[config.mk]
export PLATFORM = sky130hd
export DESIGN_NAME = voxel_ray_traversal
export DESIGN_NICKNAME = d
export VERILOG_FILES = /design/src/sv/vrt_pkg.sv /design/src/sv/vrt_div.sv /design/src/sv/vrt_datapath.sv /design/src/sv/vrt_ctrl.sv /design/src/sv/voxel_ray_traversal.sv
export SDC_FILE = /design/constraint.sdc
export NUM_CORES = 2
export LEC_CHECK = 0
export BUFFER_PORTS_ARGS = -buffer_cell sky130_fd_sc_hd__clkbuf_2
export CAP_MARGIN = 20
export CELL_PAD_IN_SITES_DETAIL_PLACEMENT = 1
export CELL_PAD_IN_SITES_GLOBAL_PLACEMENT = 1
export CORE_UTILIZATION = 44
export CTS_CLUSTER_DIAMETER = 100
export DETAILED_ROUTE_END_ITERATION = 16
export PLACE_DENSITY_LB_ADDON = 0.1
export REMOVE_ABC_BUFFERS = 1
export SLEW_MARGIN = 20
export SYNTH_ARGS = -nofsm -noshare
export SYNTH_HDL_FRONTEND = slang
export SYNTH_SLANG_ARGS = --single-unit
[constraint.sdc]
create_clock -name i_clk -period 12.8 [get_ports i_clk]
set_input_delay 2.56 -clock i_clk [delete_from_list [all_inputs] [get_ports i_clk]]
set_output_delay 2.56 -clock i_clk [all_outputs]
set_load 0.05 [all_outputs]
[src/sv/vrt_pkg.sv]
package vrt_pkg;

    localparam int unsigned TW = 32;
    localparam int unsigned CW = 16;
    localparam logic [TW-1:0] T_INF = '1;
    localparam logic [TW-1:0] MAXD_RESET = 32'h0040_0000;

    localparam logic [1:0] ST_PROBE = 2'd0;
    localparam logic [1:0] ST_HIT = 2'd1;
    localparam logic [1:0] ST_RANGE = 2'd2;
    localparam logic [1:0] ST_IDLE = 2'd3;

    localparam logic [1:0] SG_NONE = 2'd0;
    localparam logic [1:0] SG_POS = 2'd1;
    localparam logic [1:0] SG_NEG = 2'd3;

    typedef struct packed {
        logic kind;
        logic signed [31:0] start_x;
        logic signed [31:0] start_y;
        logic signed [31:0] start_z;
        logic signed [15:0] dir_x;
        logic signed [15:0] dir_y;
        logic signed [15:0] dir_z;
        logic solid;
    } t_in_item;

    typedef struct packed {
        logic signed [15:0] cell_x;
        logic signed [15:0] cell_y;
        logic signed [15:0] cell_z;
        logic signed [15:0] prev_x;
        logic signed [15:0] prev_y;
        logic signed [15:0] prev_z;
        logic [1:0] status;
    } t_out_item;

    // Controller to datapath commands.
    typedef struct packed {
        logic load;       // latch start voxel, signs and first-boundary distances
        logic div_start;  // start reciprocal of axis div_axis
        logic [1:0] div_axis;
        logic step;       // take one traversal step
        logic hit;        // end ray on a hit
    } t_cmd;

    // Datapath to controller status.
    typedef struct packed {
        logic div_done;
        logic active;
    } t_sts;

endpackage

[src/sv/vrt_div.sv]
// Restoring divider: quotient = 2^31 / mag, one bit per cycle.
module vrt_div (
    input  logic i_clk,
    input  logic i_rst_n,
    input  logic i_start,
    input  logic [16:0] i_mag,
    output logic o_done,
    output logic [31:0] o_quot
);
    import vrt_pkg::*;

    logic [17:0] r_rem;
    logic [31:0] r_quot;
    logic [5:0] r_cnt;
    logic r_busy;
    logic r_done;
    logic [16:0] r_mag;
    logic [17:0] w_sh;
    logic w_bit;

    // Dividend has a single one at bit 31; shift in that bit on the first step.
    assign w_sh = {r_rem[16:0], (r_cnt == 6'd0)};
    assign w_bit = (w_sh >= {1'b0, r_mag});

    always_ff @(posedge i_clk) begin
        if (!i_rst_n) begin
            r_busy <= 1'b0;
            r_done <= 1'b0;
            r_cnt <= '0;
        end else begin
            r_done <= 1'b0;
            if (i_start) begin
                r_busy <= 1'b1;
                r_cnt <= '0;
                r_rem <= '0;
                r_mag <= i_mag;
            end else if (r_busy) begin
                r_rem <= w_bit ? (w_sh - {1'b0, r_mag}) : w_sh;
                r_quot <= {r_quot[30:0], w_bit};
                r_cnt <= r_cnt + 6'd1;
                if (r_cnt == 6'd31) begin
                    r_busy <= 1'b0;
                    r_done <= 1'b1;
                end
            end
        end
    end

    assign o_done = r_done;
    assign o_quot = r_quot;
endmodule

[src/sv/vrt_datapath.sv]
// Per-axis traversal state, reciprocal unit, crossing multiply and step logic.
module vrt_datapath (
    input  logic i_clk,
    input  logic i_rst_n,
    input  vrt_pkg::t_in_item i_item,
    input  logic [31:0] i_max_dist,
    input  vrt_pkg::t_cmd i_cmd,
    output vrt_pkg::t_sts o_sts,
    output logic [15:0] o_pos [3],
    output logic [15:0] o_prev [3],
    output logic o_range
);
    import vrt_pkg::*;

    logic [15:0] r_pos [3];
    logic [15:0] r_prev [3];
    logic [1:0] r_sign [3];
    logic [15:0] r_dist [3];
    logic [16:0] r_mag [3];
    logic [TW-1:0] r_delta [3];
    logic [TW-1:0] r_cross [3];
    logic r_active;
    logic r_mul_v;
    logic [1:0] r_mul_ax;
    logic [47:0] r_prod;

    logic [31:0] w_start [3];
    logic [15:0] w_dir [3];
    logic w_div_done;
    logic [31:0] w_quot;
    logic [1:0] w_ax;
    logic [32:0] w_sum;
    logic [TW-1:0] w_adv;

    assign w_start[0] = i_item.start_x;
    assign w_start[1] = i_item.start_y;
    assign w_start[2] = i_item.start_z;
    assign w_dir[0] = i_item.dir_x;
    assign w_dir[1] = i_item.dir_y;
    assign w_dir[2] = i_item.dir_z;

    vrt_div u_div (
        .i_clk   (i_clk),
        .i_rst_n (i_rst_n),
        .i_start (i_cmd.div_start),
        .i_mag   (r_mag[i_cmd.div_axis]),
        .o_done  (w_div_done),
        .o_quot  (w_quot)
    );

    // Axis of smallest crossing; a tie goes to the later axis (Z over Y over X).
    always_comb begin
        if (r_cross[0] < r_cross[1]) begin
            w_ax = (r_cross[0] < r_cross[2]) ? 2'd0 : 2'd2;
        end else begin
            w_ax = (r_cross[1] < r_cross[2]) ? 2'd1 : 2'd2;
        end
    end

    assign w_sum = {1'b0, r_cross[w_ax]} + {1'b0, r_delta[w_ax]};
    assign w_adv = w_sum[32] ? T_INF : w_sum[31:0];
    assign o_range = (r_cross[w_ax] == T_INF) || (r_cross[w_ax] > i_max_dist);

    always_ff @(posedge i_clk) begin
        if (!i_rst_n) begin
            r_active <= 1'b0;
            r_mul_v <= 1'b0;
            for (int i = 0; i < 3; i++) begin
                r_pos[i] <= '0;
                r_prev[i] <= '0;
                r_sign[i] <= SG_NONE;
                r_delta[i] <= T_INF;
                r_cross[i] <= T_INF;
            end
        end else begin
            r_mul_v <= 1'b0;
            // Load start voxel, signs and distance to first boundary.
            if (i_cmd.load) begin
                r_active <= 1'b1;
                for (int i = 0; i < 3; i++) begin
                    r_pos[i] <= w_start[i][31:16];
                    r_prev[i] <= w_start[i][31:16];
                    r_delta[i] <= T_INF;
                    r_cross[i] <= T_INF;
                    if (w_dir[i] == 16'd0) begin
                        r_sign[i] <= SG_NONE;
                        r_mag[i] <= '0;
                        r_dist[i] <= '0;
                    end else if (w_dir[i][15]) begin
                        r_sign[i] <= SG_NEG;
                        r_mag[i] <= 17'h10000 - {1'b0, w_dir[i]};
                        r_dist[i] <= w_start[i][15:0];
                    end else begin
                        r_sign[i] <= SG_POS;
                        r_mag[i] <= {1'b0, w_dir[i]};
                        r_dist[i] <= 16'd0 - w_start[i][15:0];
                    end
                end
            end
            // Quotient arrives: store delta and multiply for first crossing.
            if (w_div_done) begin
                r_delta[i_cmd.div_axis] <= w_quot;
                r_prod <= 48'(r_dist[i_cmd.div_axis]) * 48'(w_quot);
                r_mul_v <= 1'b1;
                r_mul_ax <= i_cmd.div_axis;
            end
            if (r_mul_v) begin
                r_cross[r_mul_ax] <= r_prod[47:16];
            end
            if (i_cmd.hit) begin
                r_active <= 1'b0;
            end
            // One traversal step.
            if (i_cmd.step) begin
                for (int i = 0; i < 3; i++) begin
                    r_prev[i] <= r_pos[i];
                end
                if (r_sign[w_ax] == SG_POS) begin
                    r_pos[w_ax] <= r_pos[w_ax] + 16'd1;
                end else if (r_sign[w_ax] == SG_NEG) begin
                    r_pos[w_ax] <= r_pos[w_ax] - 16'd1;
                end
                if (o_range) begin
                    r_active <= 1'b0;
                end else begin
                    r_cross[w_ax] <= w_adv;
                end
            end
        end
    end

    assign o_sts.div_done = w_div_done;
    assign o_sts.active = r_active;
    assign o_pos = r_pos;
    assign o_prev = r_prev;
endmodule

[src/sv/vrt_ctrl.sv]
// Sequencer: accepts items, runs reciprocals per axis, steps, drives the output.
module vrt_ctrl (
    input  logic i_clk,
    input  logic i_rst_n,
    input  logic i_valid,
    output logic o_stall,
    input  vrt_pkg::t_in_item i_item,
    output vrt_pkg::t_cmd o_cmd,
    input  vrt_pkg::t_sts i_sts,
    input  logic i_range,
    input  logic [15:0] i_pos [3],
    input  logic [15:0] i_prev [3],
    output logic o_valid,
    input  logic i_stall,
    output vrt_pkg::t_out_item o_item
);
    import vrt_pkg::*;

    typedef enum logic [2:0] {
        S_IDLE, S_DIV, S_MUL, S_CROSS, S_STEP, S_OUT
    } t_state;

    t_state r_state;
    logic [1:0] r_axis;
    logic [1:0] r_status;
    logic r_valid;
    logic r_dir_nz [3];
    logic w_acc;

    assign o_stall = (r_state != S_IDLE);
    assign w_acc = i_valid && (r_state == S_IDLE);

    always_comb begin
        o_cmd = '0;
        o_cmd.div_axis = r_axis;
        o_cmd.load = w_acc && !i_item.kind;
        o_cmd.hit = w_acc && i_item.kind && i_sts.active && i_item.solid;
        o_cmd.div_start = (r_state == S_DIV) && r_dir_nz[r_axis];
        o_cmd.step = (r_state == S_STEP)
                  || (w_acc && i_item.kind && i_sts.active && !i_item.solid);
    end

    always_ff @(posedge i_clk) begin
        if (!i_rst_n) begin
            r_state <= S_IDLE;
            r_valid <= 1'b0;
            r_axis <= '0;
        end else begin
            if (r_valid && !i_stall) begin
                r_valid <= 1'b0;
            end
            case (r_state)
                S_IDLE: begin
                    if (w_acc) begin
                        if (!i_item.kind) begin
                            r_dir_nz[0] <= (i_item.dir_x != 16'd0);
                            r_dir_nz[1] <= (i_item.dir_y != 16'd0);
                            r_dir_nz[2] <= (i_item.dir_z != 16'd0);
                            r_axis <= 2'd0;
                            r_state <= S_DIV;
                        end else begin
                            if (!i_sts.active) begin
                                r_status <= ST_IDLE;
                            end else if (i_item.solid) begin
                                r_status <= ST_HIT;
                            end else begin
                                r_status <= i_range ? ST_RANGE : ST_PROBE;
                            end
                            r_state <= S_OUT;
                        end
                    end
                end
                S_DIV: begin
                    r_state <= r_dir_nz[r_axis] ? S_MUL : S_CROSS;
                end
                S_MUL: begin
                    if (i_sts.div_done) begin
                        r_state <= S_CROSS;
                    end
                end
                S_CROSS: begin
                    // Crossing written this cycle when multiply was used.
                    if (r_axis == 2'd2) begin
                        r_state <= S_STEP;
                    end else begin
                        r_axis <= r_axis + 2'd1;
                        r_state <= S_DIV;
                    end
                end
                S_STEP: begin
                    r_status <= i_range ? ST_RANGE : ST_PROBE;
                    r_state <= S_OUT;
                end
                S_OUT: begin
                    if (!r_valid) begin
                        r_valid <= 1'b1;
                        r_state <= S_IDLE;
                    end
                end
                default: r_state <= S_IDLE;
            endcase
            if (r_state == S_OUT && !r_valid) begin
                o_item.cell_x <= i_pos[0];
                o_item.cell_y <= i_pos[1];
                o_item.cell_z <= i_pos[2];
                o_item.prev_x <= i_prev[0];
                o_item.prev_y <= i_prev[1];
                o_item.prev_z <= i_prev[2];
                o_item.status <= r_status;
            end
        end
    end

    assign o_valid = r_valid;
endmodule

[src/sv/voxel_ray_traversal.sv]
// 3D grid voxel traversal over unit voxels.
// Input channel (i_valid/o_stall, i_item): kind 0 starts a ray from a Q16.16
// start and a Q1.15 direction; kind 1 answers whether the last probed voxel
// is solid. Each accepted item yields exactly one result item on the output
// channel (o_valid/i_stall, o_item) with the current and previous voxel and
// a status: probe, hit, beyond max distance, or no active ray.
// Configuration channel (i_cfg_valid/o_cfg_ready, i_cfg_data) writes the
// Q16.16 max distance; write it only while the block is idle.
// An answer item needs no divide or multiply; a new ray first runs a shared
// bit-serial divider that forms 1/|d| for each nonzero axis in turn (a zero
// axis is not divided), each quotient followed by the crossing multiply,
// before its first step.
// One item is in flight at a time; o_stall stays high until its result sits
// in the output register. If the receiver stalls, the result holds; one more
// item is taken and worked, and then o_stall stays high until the held result
// leaves.
// Reset leaves no active ray and no pending result, and max distance 64.0.
module voxel_ray_traversal (
    input  logic i_clk,
    input  logic i_rst_n,
    input  logic i_valid,
    output logic o_stall,
    input  vrt_pkg::t_in_item i_item,
    output logic o_valid,
    input  logic i_stall,
    output vrt_pkg::t_out_item o_item,
    input  logic i_cfg_valid,
    output logic o_cfg_ready,
    input  logic [31:0] i_cfg_data
);
    import vrt_pkg::*;

    logic [31:0] r_max_dist;
    t_cmd w_cmd;
    t_sts w_sts;
    logic w_range;
    logic [15:0] w_pos [3];
    logic [15:0] w_prev [3];

    assign o_cfg_ready = 1'b1;

    // Max distance register.
    always_ff @(posedge i_clk) begin
        if (!i_rst_n) begin
            r_max_dist <= MAXD_RESET;
        end else if (i_cfg_valid) begin
            r_max_dist <= i_cfg_data;
        end
    end

    vrt_ctrl u_ctrl (
        .i_clk   (i_clk),
        .i_rst_n (i_rst_n),
        .i_valid (i_valid),
        .o_stall (o_stall),
        .i_item  (i_item),
        .o_cmd   (w_cmd),
        .i_sts   (w_sts),
        .i_range (w_range),
        .i_pos   (w_pos),
        .i_prev  (w_prev),
        .o_valid (o_valid),
        .i_stall (i_stall),
        .o_item  (o_item)
    );

    vrt_datapath u_dp (
        .i_clk      (i_clk),
        .i_rst_n    (i_rst_n),
        .i_item     (i_item),
        .i_max_dist (r_max_dist),
        .i_cmd      (w_cmd),
        .o_sts      (w_sts),
        .o_pos      (w_pos),
        .o_prev     (w_prev),
        .o_range    (w_range)
    );
endmodule

==> qor.log <==
qor: global_route.grt_start_max_net_pins 79
qor: worst_setup_path.worstRegToRegCells 26
qor: hold_path.hold-path-endpoint u_ctrl.o_item[0]
qor: hold_path.min-delay-path-class register to register
qor: power_and_ir_drop.vdd.ir_drop.worst 0.342 mV
qor: logic_synthesis.top_cell_type_s_share_of_synthesized_area 0.298
qor: worst_setup_path.cpMaxStageDelayCell dfxtp_1
qor: worst_setup_path.ff2ff_setup_slack 3.51 ns
qor: floorplanning.top_level_ports 284
qor: floorplanning.chipHeight 340 um
qor: floorplanning.num_rows 123
qor: placement.gp_congestion 0.899
qor: power_and_ir_drop.powerDensity 254 nW/um^2
qor: floorplanning.die_area 116000 um^2
qor: sta.final.period_utilization 0.725
qor: global_route.grt_overflow 0
qor: logic_synthesis.post_synth_inst_count 5233
qor: detailed_routing.detail_route.wl_per_cell 22.6 um
qor: sta.rsz0062_at_grt no
qor: sta.setup_viol 0
qor: cts.cts-buffers-inserted 76
qor: cts.clkLatencyLatePin 0.68 ns
qor: detailed_routing.drt-initial-drc-count 2507
qor: cts.cts_resized 0
qor: placement.placement.cell_area 53100 um^2
qor: global_route.vias_in_the_first_global_route 41300
qor: logic_synthesis.synthArstFlopShare 0
qor: worst_setup_path.r2r_end u_dp.r_prod[46]
qor: sta.slew-limit-headroom 0.222
qor: cts.number_of_buffers_on_the_longest_clock_path 3
qor: cts.clk_transition_reported_paths 0.06 ns
qor: sta.final.setup.worst_slack 3.51 ns
qor: logic_synthesis.synth.cell_area 50200 um^2
qor: logic_synthesis.synth_seq_area_share 0.357
qor: job.maxCapViolations 0
qor: worst_setup_path.critPathTopFamily adder cells
qor: detailed_routing.ant_nets_after_route 0
qor: global_route.grt_pass1_wl 245 mm
qor: layout.n_fill_cell 12800
qor: global_route.grt_antenna_before_repair 1
qor: worst_setup_path.critical_path.most_common_cell fa_1
qor: layout.fin_nets 6304
qor: worst_setup_path.setup.worst_path.class register to register
qor: floorplanning.die-width 340 um
qor: detailed_routing.via_count 39000
qor: layout.final_util 0.494
qor: power_and_ir_drop.power_leakage 22.9 nW
qor: detailed_routing.post_drt_via_cell_ratio 5.61
qor: logic_synthesis.ys_top_cells_by_area edfxtp_1 30%, fa_1 17%, ha_1 7.6%
qor: cts.cts_tree yes
qor: worst_setup_path.cp.arrival 9.70 ns
qor: cts.maximum_level_of_the_cts_h_tree 3
qor: sta.final.min_clock_period 9.29 ns
qor: logic_synthesis.yosys.area.top_type edfxtp_1
qor: sta.timing_worst_slew_pin_value 1.17 ns
qor: floorplanning.initial_utilization 0.445
qor: sta.timing.clock.skew 0.0278 ns
qor: placement.dpl_worst_slack 3.49 ns
qor: cts.cts.sinks 646
qor: layout.syn2layout_area_growth 10.8%
qor: worst_setup_path.critical_path_fanouts_max 32
qor: logic_synthesis.syn-mean-instance-area 9.60 um^2
qor: detailed_routing.routed_wl 158 mm
qor: global_route.grt.total_usage 0.273
qor: layout.layout-drive-gt1-share 0.120
qor: logic_synthesis.yosys.cell_count.top_type nand2_1
qor: logic_synthesis.yosys_most_used_dff edfxtp_1
qor: detailed_routing.drt_pass1_iterations 6
qor: sta.timing_hold_violations_final 0
qor: logic_synthesis.postSynthRegisterBits 646
qor: worst_setup_path.worst_setup_path_start_kind register
qor: placement.hpwl 116 mm
qor: layout.postLayoutCellArea 55700 um^2
qor: logic_synthesis.synth_cell_type_count 94
qor: power_and_ir_drop.finalPower 14.2 mW
qor: logic_synthesis.top_cells_by_count_synth 754 x nand2_1, 621 x inv_1, 499 x edfxtp_1
qor: worst_setup_path.crit_path_max_incr_delay 0.95 ns
qor: cts.cts_hold_buf 0
qor: hold_path.worstHoldStart u_ctrl.r_status[0]
qor: sta.totalNegativeSetupSlack 0 ns
qor: outcome.status finished, final reports clean
qor: sta.max_freq 108 MHz
qor: cts.post_cts_buffers 0
qor: logic_synthesis.yosysWarnings 0
qor: cts.cts-root-buf clkbuf_16
qor: placement.portBuffers 282
qor: floorplanning.core_area 113000 um^2
qor: hold_path.min_path_cells 0
qor: worst_setup_path.path_buf_inv 4
qor: logic_synthesis.synth-edff-count 499
qor: detailed_routing.post-route-drc-count 0
qor: worst_setup_path.worstPathRequired 13.21 ns
qor: worst_setup_path.end_kind register
qor: sta.count_of_pins_over_their_slew_limit 0
==> through the flow <==
step                hold slack (ns)  std cells
floorplan                     0.400       4964
global placement              0.403       6820
detailed placement            0.407       6820
CTS                           0.413       6959
global route                  0.435       6959
finish                        0.422       6960
==> cells by family after synthesis <==
family                   count (synthesis)  share of synthesized area
other                                    2                   0.000150
XOR/XNOR                               146                     0.0255
AO/OA/AOI/OAI                          914                      0.118
multiplexers                            93                     0.0186
AND/OR/NAND/NOR                       1816                      0.169
flip-flops                             646                      0.357
buffers and inverters                  893                     0.0692
adder cells (fa/ha/maj)                723                      0.243
==> routing by layer <==
| layer | vias up | routed length [um] | global-route usage |
|---|---|---|---|
| met5 | - | 13 | 0 |
| met4 | 2 | 3830 | 0.0764 |
| met3 | 234 | 7360 | 0.0322 |
| met2 | 968 | 75800 | 0.460 |
| met1 | 19800 | 70600 | 0.370 |
| li1 | 18000 | - | - |
==> cell type report <==
class / instances / area [um^2] / share of cell area
Antenna cell: 1 / 2.50 / 0.0000449
Clock buffer: 104 / 2090 / 0.0375
Clock inverter: 35 / 443 / 0.00796
Inverter: 622 / 2330 / 0.0419
Multi-Input combinational cell: 3696 / 29000 / 0.522
Sequential cell: 646 / 17900 / 0.322
Tap cell: 1500 / 1880 / 0.0337
Timing Repair Buffer: 356 / 1970 / 0.0353
==> how the worst max path moves through the flow <==
stage | cells past startpoint | slack [ns] | endpoint | startpoint
6_report | 26 | 3.51 | u_dp.r_prod[46] | register
3_3_place_gp | 27 | 3.70 | u_dp.r_prod[46] | register
5_1_grt | 26 | 2.98 | u_dp.r_prod[46] | register
2_1_floorplan | 2 | -1.11 | u_ctrl.o_item[0] | i_rst_n
4_1_cts | 26 | 3.47 | u_dp.r_prod[46] | register
3_5_place_dp | 26 | 3.49 | u_dp.r_prod[46] | register
==> where the power goes <==
group          switching [mW]  internal (mW)  leakage, nW
Combinational            5.48           3.53         16.3
Clock                   0.944           1.26         1.21
Sequential              0.114           2.83         5.35
==> sequential cells by signal, indices dropped and copies added (netlist names), 2 cells and up, named ones only <==
register	count
u_dp.u_div.o_quot	32
u_dp.r_cross	96
u_dp.r_delta	96
u_dp.u_div.r_mag	17
u_dp.r_sign	6
u_dp.r_mag	51
u_dp.r_dist	48
u_ctrl.r_axis	2
u_dp.o_prev	48
u_dp.r_prod	32
u_ctrl.r_status	2
u_ctrl.r_state	3
u_dp.o_pos	48
u_ctrl.o_item	98
u_dp.u_div.r_cnt	6
u_dp.u_div.r_rem	17
r_max_dist	32
u_ctrl.r_dir_nz	3
u_dp.r_mul_ax	2
==> cell usage in the layout (no fill, tap or decap), drive strengths merged, types with 147 or more instances in the layout <==
master	Yosys	final
fa	419	419
o21ai	237	237
ha	304	304
clkbuf	213	385
nor3	155	155
dfxtp	147	147
nand2	754	754
a21oi	223	223
inv	621	625
nor2	300	300
edfxtp	499	499
and2	217	217
No activity file was read; power rests on OpenSTA's default activity.
